File: config.mk
export PLATFORM = sky130hd
export DESIGN_NAME = bmp_pixel_stream_to_rgb565
export DESIGN_NICKNAME = d
export VERILOG_FILES = /design/src/rtl/bpsr_pkg.sv /design/src/rtl/bmp_pixel_stream_to_rgb565.sv /design/src/rtl/bpsr_cfg.sv /design/src/rtl/bpsr_pixel.sv
export SDC_FILE = /design/constraint.sdc
export NUM_CORES = 1
export LEC_CHECK = 0
export BUFFER_PORTS_ARGS = -buffer_cell sky130_fd_sc_hd__buf_2
export CORE_UTILIZATION = 45
export DETAILED_ROUTE_END_ITERATION = 6
export PLACE_DENSITY = 0.65
export SLEW_MARGIN = 10
export SYNTH_ARGS = -nofsm -noshare
export SYNTH_HDL_FRONTEND = slang
export SYNTH_SLANG_ARGS = --single-unit
File: constraint.sdc
create_clock -name aclk -period 16.47 [get_ports aclk]
set_input_delay 1.647 -clock aclk [delete_from_list [all_inputs] [get_ports aclk]]
set_output_delay 1.647 -clock aclk [all_outputs]
set_load 0.02 [all_outputs]
File: src/rtl/bpsr_pkg.sv
// shared types and constants for the bmp pixel stream to rgb565 converter
// no dependencies
`default_nettype none

package bpsr_pkg;

    localparam int MAX_IMAGE_SIDE = 2048;
    localparam int COORD_W        = 12;
    localparam int COUNT_W        = 11;
    localparam int CFG_INDEX_W    = 3;
    localparam int CFG_DATA_W     = 12;
    localparam int IN_DATA_W      = 8;
    localparam int OUT_DATA_W     = 40;

    typedef enum logic [1:0] {
        FMT_RGB555 = 2'd0,
        FMT_RGB565 = 2'd1,
        FMT_RGB24  = 2'd2,
        FMT_RGB32  = 2'd3
    } fmt_t;

    typedef enum logic [CFG_INDEX_W-1:0] {
        REG_PIXEL_FORMAT  = 3'd0,
        REG_IMAGE_WIDTH   = 3'd1,
        REG_IMAGE_HEIGHT  = 3'd2,
        REG_WINDOW_LEFT   = 3'd3,
        REG_WINDOW_TOP    = 3'd4,
        REG_WINDOW_WIDTH  = 3'd5,
        REG_WINDOW_HEIGHT = 3'd6
    } cfg_reg_t;

    localparam logic [1:0] PHASE_FIRST  = 2'd0;
    localparam logic [1:0] PHASE_SECOND = 2'd1;
    localparam logic [1:0] PHASE_THIRD  = 2'd2;
    localparam logic [1:0] PHASE_FOURTH = 2'd3;

    typedef struct packed {
        fmt_t               fmt;
        logic               oversize;
        logic [COORD_W-1:0] last_col_idx;
        logic [COORD_W-1:0] last_row_idx;
        logic [COORD_W-1:0] x_base;
        logic [COORD_W-1:0] y_base;
        logic [1:0]         pad_count;
    } cfg_derived_t;

    function automatic logic [15:0] bgr_to_565(input logic [7:0] b, input logic [7:0] g,
                                               input logic [7:0] r);
        return {r[7:3], g[7:2], b[7:3]};
    endfunction

endpackage

`default_nettype wire

File: src/rtl/bmp_pixel_stream_to_rgb565.sv
// top level of the bmp pixel-array to rgb565 converter: input register, config, pixel path
// depends on bpsr_pkg, bpsr_cfg and bpsr_pixel
`default_nettype none

// Takes the raw pixel-array bytes of a bottom-up BMP image, one byte per word, and
// returns one RGB565 pixel with its screen coordinates when the last byte of a pixel
// arrives; row padding and the alpha byte of 32-bit pixels give no output, and an image
// larger than the window is dropped whole. The block sustains one byte per clock while
// the output is not stalled: a byte is captured in an input register and then processed
// by a single stage that updates the counters and loads the output register, and a
// waiting output stalls the input only when the input register is also full. Registers
// are to be written by the user through the cfg port only while no byte is in flight;
// the block itself does not enforce this. Derived window offsets are registered and
// settle in the cycle after a write.
module bmp_pixel_stream_to_rgb565 (
    input  wire logic                                aclk,
    input  wire logic                                aresetn,
    input  wire logic                                cfg_we,
    input  wire logic [bpsr_pkg::CFG_INDEX_W-1:0]    cfg_index,
    input  wire logic [bpsr_pkg::CFG_DATA_W-1:0]     cfg_wdata,
    input  wire logic                                s_tvalid,
    output logic                                     s_tready,
    input  wire logic [bpsr_pkg::IN_DATA_W-1:0]      s_tdata,   // [7:0] data_byte
    output logic                                     m_tvalid,
    input  wire logic                                m_tready,
    output logic [bpsr_pkg::OUT_DATA_W-1:0]          m_tdata,   // [11:0] screen_x,
                                                                // [23:12] screen_y,
                                                                // [39:24] rgb565
    output logic                                     m_tlast    // image_done
);

    bpsr_pkg::cfg_derived_t derived;

    logic                              in_valid_reg, in_valid_next;
    logic [bpsr_pkg::IN_DATA_W-1:0]    in_byte_reg;
    logic                              word_take;

    bpsr_cfg u_cfg (
        .aclk      (aclk),
        .aresetn   (aresetn),
        .cfg_we    (cfg_we),
        .cfg_index (cfg_index),
        .cfg_wdata (cfg_wdata),
        .derived   (derived)
    );

    assign s_tready = !in_valid_reg || word_take;

    always_comb begin
        if (s_tvalid && s_tready) begin
            in_valid_next = 1'b1;
        end else if (word_take) begin
            in_valid_next = 1'b0;
        end else begin
            in_valid_next = in_valid_reg;
        end
    end

    always_ff @(posedge aclk) begin
        if (!aresetn) begin
            in_valid_reg <= 1'b0;
        end else begin
            in_valid_reg <= in_valid_next;
        end
    end

    always_ff @(posedge aclk) begin
        if (s_tvalid && s_tready) begin
            in_byte_reg <= s_tdata;
        end
    end

    bpsr_pixel u_pixel (
        .aclk       (aclk),
        .aresetn    (aresetn),
        .derived    (derived),
        .word_valid (in_valid_reg),
        .word_byte  (in_byte_reg),
        .word_take  (word_take),
        .m_tvalid   (m_tvalid),
        .m_tready   (m_tready),
        .m_tdata    (m_tdata),
        .m_tlast    (m_tlast)
    );

endmodule

`default_nettype wire

File: src/rtl/bpsr_cfg.sv
// configuration registers and the per-image values derived from them
// depends on bpsr_pkg
`default_nettype none

module bpsr_cfg (
    input  wire logic                                aclk,
    input  wire logic                                aresetn,
    input  wire logic                                cfg_we,
    input  wire logic [bpsr_pkg::CFG_INDEX_W-1:0]    cfg_index,
    input  wire logic [bpsr_pkg::CFG_DATA_W-1:0]     cfg_wdata,
    output bpsr_pkg::cfg_derived_t                   derived
);

    localparam int CW = bpsr_pkg::COORD_W;
    localparam logic [CW:0] MAX_SIDE = (CW+1)'(bpsr_pkg::MAX_IMAGE_SIDE);

    bpsr_pkg::fmt_t  pixel_format_reg;
    logic [CW-1:0]   image_width_reg;
    logic [CW-1:0]   image_height_reg;
    logic [CW-1:0]   window_left_reg;
    logic [CW-1:0]   window_top_reg;
    logic [CW-1:0]   window_width_reg;
    logic [CW-1:0]   window_height_reg;

    bpsr_pkg::cfg_derived_t derived_reg;
    bpsr_pkg::cfg_derived_t derived_next;

    logic [CW-1:0] w_eff;
    logic [CW-1:0] h_eff;

    always_ff @(posedge aclk) begin
        if (!aresetn) begin
            pixel_format_reg  <= bpsr_pkg::FMT_RGB24;
            image_width_reg   <= CW'(1);
            image_height_reg  <= CW'(1);
            window_left_reg   <= '0;
            window_top_reg    <= '0;
            window_width_reg  <= CW'(240);
            window_height_reg <= CW'(320);
        end else if (cfg_we) begin
            case (cfg_index)
                bpsr_pkg::REG_PIXEL_FORMAT:  pixel_format_reg  <= bpsr_pkg::fmt_t'(cfg_wdata[1:0]);
                bpsr_pkg::REG_IMAGE_WIDTH:   image_width_reg   <= cfg_wdata[CW-1:0];
                bpsr_pkg::REG_IMAGE_HEIGHT:  image_height_reg  <= cfg_wdata[CW-1:0];
                bpsr_pkg::REG_WINDOW_LEFT:   window_left_reg   <= cfg_wdata[CW-1:0];
                bpsr_pkg::REG_WINDOW_TOP:    window_top_reg    <= cfg_wdata[CW-1:0];
                bpsr_pkg::REG_WINDOW_WIDTH:  window_width_reg  <= cfg_wdata[CW-1:0];
                bpsr_pkg::REG_WINDOW_HEIGHT: window_height_reg <= cfg_wdata[CW-1:0];
                default: ;
            endcase
        end
    end

    always_comb begin
        if (image_width_reg == '0) begin
            w_eff = CW'(1);
        end else if ({1'b0, image_width_reg} > MAX_SIDE) begin
            w_eff = MAX_SIDE[CW-1:0];
        end else begin
            w_eff = image_width_reg;
        end
        if (image_height_reg == '0) begin
            h_eff = CW'(1);
        end else if ({1'b0, image_height_reg} > MAX_SIDE) begin
            h_eff = MAX_SIDE[CW-1:0];
        end else begin
            h_eff = image_height_reg;
        end

        derived_next.fmt          = pixel_format_reg;
        derived_next.oversize     = (w_eff > window_width_reg) || (h_eff > window_height_reg);
        derived_next.last_col_idx = w_eff - CW'(1);
        derived_next.last_row_idx = h_eff - CW'(1);
        derived_next.x_base       = window_left_reg + ((window_width_reg - w_eff) >> 1);
        derived_next.y_base       = window_top_reg + ((window_height_reg - h_eff) >> 1)
                                    + h_eff - CW'(1);
        // row padding to a 4-byte boundary
        case (pixel_format_reg)
            bpsr_pkg::FMT_RGB555,
            bpsr_pkg::FMT_RGB565: derived_next.pad_count = {w_eff[0], 1'b0};
            bpsr_pkg::FMT_RGB24:  derived_next.pad_count = w_eff[1:0];
            default:              derived_next.pad_count = 2'd0;
        endcase
    end

    always_ff @(posedge aclk) begin
        derived_reg <= derived_next;
    end

    assign derived = derived_reg;

endmodule

`default_nettype wire

File: src/rtl/bpsr_pixel.sv
// pixel assembly, row and column counters and the result register
// depends on bpsr_pkg
`default_nettype none

module bpsr_pixel (
    input  wire logic                                aclk,
    input  wire logic                                aresetn,
    input  wire bpsr_pkg::cfg_derived_t              derived,
    input  wire logic                                word_valid,
    input  wire logic [bpsr_pkg::IN_DATA_W-1:0]      word_byte,
    output logic                                     word_take,
    output logic                                     m_tvalid,
    input  wire logic                                m_tready,
    output logic [bpsr_pkg::OUT_DATA_W-1:0]          m_tdata,
    output logic                                     m_tlast
);

    localparam int CW = bpsr_pkg::COORD_W;
    localparam int NW = bpsr_pkg::COUNT_W;

    logic [1:0]    byte_phase_reg,    byte_phase_next;
    logic [15:0]   partial_pixel_reg, partial_pixel_next;
    logic [NW-1:0] column_count_reg,  column_count_next;
    logic [NW-1:0] row_count_reg,     row_count_next;
    logic [1:0]    padding_left_reg,  padding_left_next;
    logic          out_valid_reg,     out_valid_next;
    logic [CW-1:0] out_x_reg,         out_x_next;
    logic [CW-1:0] out_y_reg,         out_y_next;
    logic [15:0]   out_color_reg,     out_color_next;
    logic          out_done_reg,      out_done_next;

    logic        complete;
    logic [15:0] color;
    logic [15:0] raw16;
    logic        last_col;
    logic        last_row;

    assign word_take = word_valid && (!out_valid_reg || m_tready);
    assign raw16     = {word_byte, partial_pixel_reg[7:0]};
    assign last_col  = {1'b0, column_count_reg} >= derived.last_col_idx;
    assign last_row  = {1'b0, row_count_reg} >= derived.last_row_idx;

    always_comb begin
        byte_phase_next    = byte_phase_reg;
        partial_pixel_next = partial_pixel_reg;
        column_count_next  = column_count_reg;
        row_count_next     = row_count_reg;
        padding_left_next  = padding_left_reg;
        complete           = 1'b0;
        color              = raw16;

        if (word_take && !derived.oversize) begin
            if (padding_left_reg != 2'd0) begin
                padding_left_next = padding_left_reg - 2'd1;
            end else if (byte_phase_reg == bpsr_pkg::PHASE_FIRST) begin
                partial_pixel_next = {8'h00, word_byte};
                byte_phase_next    = bpsr_pkg::PHASE_SECOND;
            end else begin
                case (derived.fmt)
                    bpsr_pkg::FMT_RGB555: begin
                        complete = 1'b1;
                        color    = {raw16[14:5], 1'b0, raw16[4:0]};
                    end
                    bpsr_pkg::FMT_RGB565: begin
                        complete = 1'b1;
                        color    = raw16;
                    end
                    bpsr_pkg::FMT_RGB24: begin
                        if (byte_phase_reg == bpsr_pkg::PHASE_SECOND) begin
                            partial_pixel_next = raw16;
                            byte_phase_next    = bpsr_pkg::PHASE_THIRD;
                        end else begin
                            complete = 1'b1;
                            color    = bpsr_pkg::bgr_to_565(partial_pixel_reg[7:0],
                                           partial_pixel_reg[15:8], word_byte);
                        end
                    end
                    default: begin
                        if (byte_phase_reg == bpsr_pkg::PHASE_SECOND) begin
                            partial_pixel_next = raw16;
                            byte_phase_next    = bpsr_pkg::PHASE_THIRD;
                        end else if (byte_phase_reg == bpsr_pkg::PHASE_THIRD) begin
                            partial_pixel_next = bpsr_pkg::bgr_to_565(partial_pixel_reg[7:0],
                                                     partial_pixel_reg[15:8], word_byte);
                            byte_phase_next    = bpsr_pkg::PHASE_FOURTH;
                        end else begin
                            // alpha byte dropped
                            complete = 1'b1;
                            color    = partial_pixel_reg;
                        end
                    end
                endcase

                if (complete) begin
                    byte_phase_next = bpsr_pkg::PHASE_FIRST;
                    if (last_col) begin
                        column_count_next = '0;
                        padding_left_next = derived.pad_count;
                        row_count_next    = last_row ? '0 : row_count_reg + NW'(1);
                    end else begin
                        column_count_next = column_count_reg + NW'(1);
                    end
                end
            end
        end

        out_x_next     = derived.x_base + CW'(column_count_reg);
        out_y_next     = derived.y_base - CW'(row_count_reg);
        out_color_next = color;
        out_done_next  = last_col && last_row;

        if (complete) begin
            out_valid_next = 1'b1;
        end else if (m_tready) begin
            out_valid_next = 1'b0;
        end else begin
            out_valid_next = out_valid_reg;
        end
    end

    always_ff @(posedge aclk) begin
        if (!aresetn) begin
            byte_phase_reg    <= bpsr_pkg::PHASE_FIRST;
            partial_pixel_reg <= '0;
            column_count_reg  <= '0;
            row_count_reg     <= '0;
            padding_left_reg  <= '0;
            out_valid_reg     <= 1'b0;
        end else begin
            byte_phase_reg    <= byte_phase_next;
            partial_pixel_reg <= partial_pixel_next;
            column_count_reg  <= column_count_next;
            row_count_reg     <= row_count_next;
            padding_left_reg  <= padding_left_next;
            out_valid_reg     <= out_valid_next;
        end
    end

    always_ff @(posedge aclk) begin
        if (complete) begin
            out_x_reg     <= out_x_next;
            out_y_reg     <= out_y_next;
            out_color_reg <= out_color_next;
            out_done_reg  <= out_done_next;
        end
    end

    assign m_tvalid = out_valid_reg;
    assign m_tdata  = {out_color_reg, out_y_reg, out_x_reg};
    assign m_tlast  = out_done_reg;

endmodule

`default_nettype wire

## Word-level counts from Yosys, hierarchy flattened

Index checks and enable logic that the tools add are counted.

- Flip-flop bits (word level): 220
- Word-level logic and storage cells: 149

- Multiplexer cells: 43
- Reduce and logical (&&, ||, !) cells: 39
- Order comparisons: 6
- Eq/ne operators: 19
- Add/sub/neg operators: 13
- Bitwise logic cells: 2

Operators with widths:

| operator | count |
|---|---|
| 16-bit 2-to-1 mux | 9 |
| 12-bit 2-to-1 mux | 4 |
| 16-bit case mux with 3 select lines | 1 |
| 12-bit by 11-bit adder with 12-bit output | 3 |
| 12-bit by 1-bit subtractor with 12-bit output (second input constant) | 3 |
| 11-bit 2-to-1 mux | 3 |
| 16-bit case mux with 2 select lines | 1 |
| 11-bit by 12-bit >= comparator with 1-bit output | 2 |
| 12-bit > comparator | 2 |
| 12-bit > comparator (second input constant) | 2 |
| 12-bit zero test | 2 |
| 12-bit subtractor | 2 |
| 11-bit by 1-bit adder with 11-bit output (second input constant) | 2 |
| 2-bit 2-to-1 mux | 9 |
| 5-bit AND reduction | 3 |
| 2-bit AND reduction | 7 |
| 1-bit 2-to-1 mux | 13 |
| 12-bit adder | 1 |
| 2-bit nonzero test | 6 |
| 12-bit by 11-bit subtractor with 12-bit output | 1 |
| 3-bit == test (second input constant) | 3 |
| 2-bit by 1-bit != test with 1-bit output (second input constant) | 4 |
| 2-bit case mux with 2 select lines | 2 |
| 4-bit AND reduction | 2 |
| 18 further kinds | 35 |

## Longest topological paths before layout

- Depth after elaboration: 11
- Gate-level depth with buffers: 20

## By module

Synthesis repeated with hierarchy kept, for this count alone.

- Cell total of the unflattened synthesis: 1403
- Area, all modules: 12547.0 µm²

Modules (own cells, without submodules):

| module | cells an instance | area an instance (µm²) | instances |
|---|---|---|---|
| bpsr_cfg | 828 | 7025.5 | 1 |
| bpsr_pixel | 562 | 5223.8 | 1 |
| bmp_pixel_stream_to_rgb565 | 13 | 297.8 | 1 |

## Worst setup path after synthesis

OpenSTA, ideal clock, no wires.

- Path kind: register to register
- Start point: reg u_cfg.image_height_reg[5]
- End point: reg u_cfg.derived_reg (netlist bit u_cfg.derived[12])
- Buffers on the path: 0
- Slack: 11.307 ns
- Data required time: 16.364 ns
- Cell stages (with the launch flop): 20
- Library setup time: 0.106 ns
- Data arrival time: 5.057 ns
- Cell sequence: dfxtp_1 > nor4_1 > and4_1 > o21ai_0 > or2_2 > fa_1 > a21o_1 > a21oi_1 > nand2b_1 > nand2b_1 > a21oi_1 > xor2_1 > ha_1 > fa_1 > inv_1 > ha_1 > or3_1 > o211ai_1 > or4b_2 > o311ai_0

RTL lines:

| element | RTL line | source |
|---|---|---|
| start, declared | bpsr_cfg.sv:19 | `logic [CW-1:0] image_height_reg;` |
| start signal, assigned | bpsr_cfg.sv:44 | `bpsr_pkg::REG_IMAGE_HEIGHT: image_height_reg <= cfg_wdata[CW-1:0];` |
| end signal, assigned | bpsr_cfg.sv:87 | `derived_reg <= derived_next;` |
| end, declared | bpsr_cfg.sv:25 | `bpsr_pkg::cfg_derived_t derived_reg;` |

==> metrics.yaml <==
worst_hold_path:
  hold_depth: 0
  hold_end: "u_cfg.derived[51]"
  hold_path_class: "register to register"
  hold_start: "u_cfg.pixel_format_reg[0]"
timing:
  min_period_over_period_pct: 35.25
  clock_skew_ns: 0.009998
  slew_viol_final: 0
  max_freq_mhz: 172.2
  tns_ns: 0
  rsz0062_at_grt: "no"
  whs_ns: 0.3927
  tightestPinTransition_ns: 1.137
  finalSetupViolations: 0
  period_needed_ns: 5.806
  hold_violations: 0
  relSlewSlack_pct: 23.54
placed_design:
  dp_hpwl_mm: 20.71
  io_buffers: 70
  gp_congestion: 0.9067
  placed_area_um2: 12690
  dp.cells: 1738
cts:
  postCtsSetupBuffers: 0
  clockBufferDepth: 3
  worst_setup_hold_path_clk_slew_ns: 0.06
  root_buffer: "clkbuf_16"
  clk_latency_ns: 0.52
  cts_buffers: 26
  holdBufCountCts: 0
  cts_sinks: 220
  htree_num_levels: 1
  ctsResizeCount: 0
  cts_tree: "done"
worst_setup_path:
  crit_type: "register to register"
  worst_setup_path_end_kind: "register"
  cp_slowest_stage_delay_ns: 0.63
  worstReg2RegEnd: "u_cfg.derived[12]"
  start_kind: "register"
  path_cells: "nor4_1 -> and4_1 -> o21ai_0 -> or2_2 -> fa_1 -> a21o_1 -> a21oi_1 -> nand2b_1 -> nand2b_1 -> a21oi_1 -> xor2_1 -> ha_1 -> fa_1 -> inv_1 -> ha_1 -> or3_1 -> o211ai_1 -> or4b_2 -> o311ai_0"
  crit_slowest_cell: "or4b_2"
  rrSetupSlack_ns: 10.66
  cp.arrival_ns: 6.20
  r2r-start: "u_cfg.image_height_reg[5]"
  worst_r2r_path_depth: 19
  path_max_fanout: 7
  cp.required_ns: 16.86
yosys:
  async_reset_ff_share_pct: 0
  netlist_area_um2: 12050
  ys_ff_latch: 220
  postSynthCellCount: 1370
  yosys_warnings: 0
  yosysSeqAreaShare_pct: 40.61
  avgSynthCellArea_um2: 8.799
  synth_flop_cell: "dfxtp_1"
  synth_cell_type_count: 74
  synth_edf_count: 49
global_routing:
  antenna_found_initial: 3
  grt_pass1_wl_mm: 45.75
  grt_usage_pct: 20.30
  grt_overflow: 0
  grt_pass1_vias: 9160
  grt_max_degree: 88
detailed_routing:
  dr.max_layer_used: "met4"
  wl_per_cell_um: 15.54
  ant_nets: 0
  drtPass1Iterations: 7
  drc_errors: 8
  vias: 9685
  routed_via_density: 5.417
  drt-met1-wl_mm: 12.85
  drt_iter0_drc: 657
  routed-wl-met2_mm: 12.79
  met3_length_mm: 1.494
  drt-total-wl_mm: 27.79
final_layout:
  fill_cells: 2453
  syn2layout_area_growth_pct: 12.55
  stdcell_count: 1788
  largest_reg_flops: 53
  fin_area_um2: 13570
  fin_nets: 1583
  drive_above_1_share_pct: 9.649
pwr:
  power.leakage_nw: 5.398
  switching_share_pct: 28.50
  p_per_area_nw_per_um2: 112.0
  internal_power_mw: 1.087
  seqPwrFrac_pct: 40.6
  vdd_drop_max_uv: 76.24
  power_mw: 1.520
  p_switching_mw: 0.4330
  p_clk_share_pct: 37.4
  combPwrFrac_pct: 22.0
die:
  die-area_um2: 27440
  core_um2: 26130
  ios: 71
  die-height_um: 165.7
  rows: 59
  die_w_um: 165.7
  start_util_pct: 46.13
outcome:
  outcome: "finished, violations left"
  violations: "DRC"
job:
  maxCapViolCount: 0
-- area by class of cell --
| cell class | count | area [um^2] | share of cell area [%] |
|---|---|---|---|
| Multi-Input combinational cell | 1015 | 6653 | 49.04 |
| Sequential cell | 220 | 4895 | 36.08 |
| Clock buffer | 33 | 760.7 | 5.607 |
| Tap cell | 335 | 419.2 | 3.090 |
| Timing Repair Buffer | 72 | 365.4 | 2.693 |
| Inverter | 96 | 360.3 | 2.656 |
| Clock inverter | 15 | 108.9 | 0.8024 |
| Antenna cell | 2 | 5.005 | 0.03689 |
-- layout by cell type (no fill, tap or decap), drive strengths merged, types with 30 or more instances in the layout --
master	netlist	final
o21ai	47	47
nor2	100	100
edfxtp	49	49
nor3	33	33
clkbuf	35	33
nand2	225	225
dfxtp	171	171
ha	108	108
inv	95	97
xnor2	45	45
buf	5	72
a21oi	126	126
nand3	30	30
-- worst max-delay path by stage --
stage	start	end	slack [ns]	cells past startpoint
after floorplan	u_cfg.image_height_reg[5]	u_cfg.derived[12]	11.31	19
after global placement	u_cfg.image_height_reg[5]	u_cfg.derived[12]	10.91	19
after detailed placement	u_cfg.image_height_reg[5]	u_cfg.derived[12]	10.71	19
after CTS	u_cfg.image_height_reg[5]	u_cfg.derived[12]	10.66	19
after global routing	u_cfg.image_height_reg[5]	u_cfg.derived[12]	10.30	19
final	u_cfg.image_height_reg[5]	u_cfg.derived[12]	10.66	19
-- cell usage after synthesis, types with 4 or more instances --
| cell type | count | area [um^2] |
|---|---|---|
| a21oi_1 | 126 | 630.6 |
| a31oi_1 | 6 | 37.54 |
| ha_1 | 108 | 1351 |
| o211ai_1 | 6 | 45.04 |
| dfxtp_1 | 171 | 3423 |
| mux2i_1 | 9 | 90.09 |
| or3_1 | 17 | 106.4 |
| xnor2_1 | 45 | 394.1 |
| o22ai_1 | 9 | 56.30 |
| nor2b_1 | 21 | 131.4 |
| nand2b_1 | 16 | 100.1 |
| nor2_1 | 100 | 375.4 |
| o31ai_1 | 10 | 75.07 |
| edfxtp_1 | 49 | 1471 |
| or4_1 | 6 | 45.04 |
| nand3_1 | 30 | 150.1 |
| nand3b_1 | 5 | 37.54 |
| a21boi_0 | 4 | 30.03 |
| o21ai_0 | 44 | 220.2 |
| nand4_1 | 9 | 56.30 |
| a21o_1 | 20 | 150.1 |
| nor3_1 | 32 | 160.2 |
| o21a_1 | 15 | 112.6 |
| clkbuf_1 | 34 | 127.6 |
| a211oi_1 | 13 | 97.59 |
| and3_1 | 9 | 56.30 |
| o22a_1 | 4 | 35.03 |
| nand2_1 | 225 | 844.6 |
| inv_1 | 94 | 352.8 |
| a22oi_1 | 16 | 120.1 |
| mux2_2 | 6 | 67.56 |
| fa_1 | 16 | 320.3 |
| nor4_1 | 11 | 68.82 |
| xor2_1 | 23 | 201.4 |
-- kinds of logic (layout without fill, tap and decap cells) --
logic type	count (synthesis)	count (layout)	share of synthesized area, %
simple gates	503	503	19.39
compound gates	303	303	15.58
flops	220	220	40.61
buf+inv	136	216	4.276
fa+ha+maj	124	124	13.87
xor+xnor	68	68	4.941
mux	15	15	1.308
other cells	1	4	0.03111
-- worst max-delay path, delay by kind of cell (launching register included) --
family                   cells  cell delay (ns)
AO/OA/AOI/OAI                6             1.20
adder cells (fa/ha/maj)      4             1.39
buffers and inverters        1             0.04
AND/OR/NAND/NOR              7             2.53
XOR/XNOR                     1             0.16
flip-flops                   1             0.36
-- stage by stage --
stage          setup WS (ns)  util (%)
2_1_floorplan          11.31         -
3_3_place_gp           10.91     48.57
3_5_place_dp           10.71     48.57
4_1_cts                10.66     51.90
5_1_grt                10.30     51.92
6_report               10.66     51.92
-- power groups by stage --
stage	clock network, mW	registers [mW]	logic, mW
finish	0.569	0.616	0.334
global route	0.606	0.620	0.381
global placement	0	0.628	0.323
detailed placement	0	0.628	0.333
floorplan	0	0.623	0.261
CTS	0.581	0.616	0.336
-- metal layers --
metal	track usage, %	vias up
met4	5.486	0
met3	3.130	41
met5	0	-
met1	27.03	4489
li1	-	4905
met2	34.27	250
No activity file was read; power rests on OpenSTA's default activity.
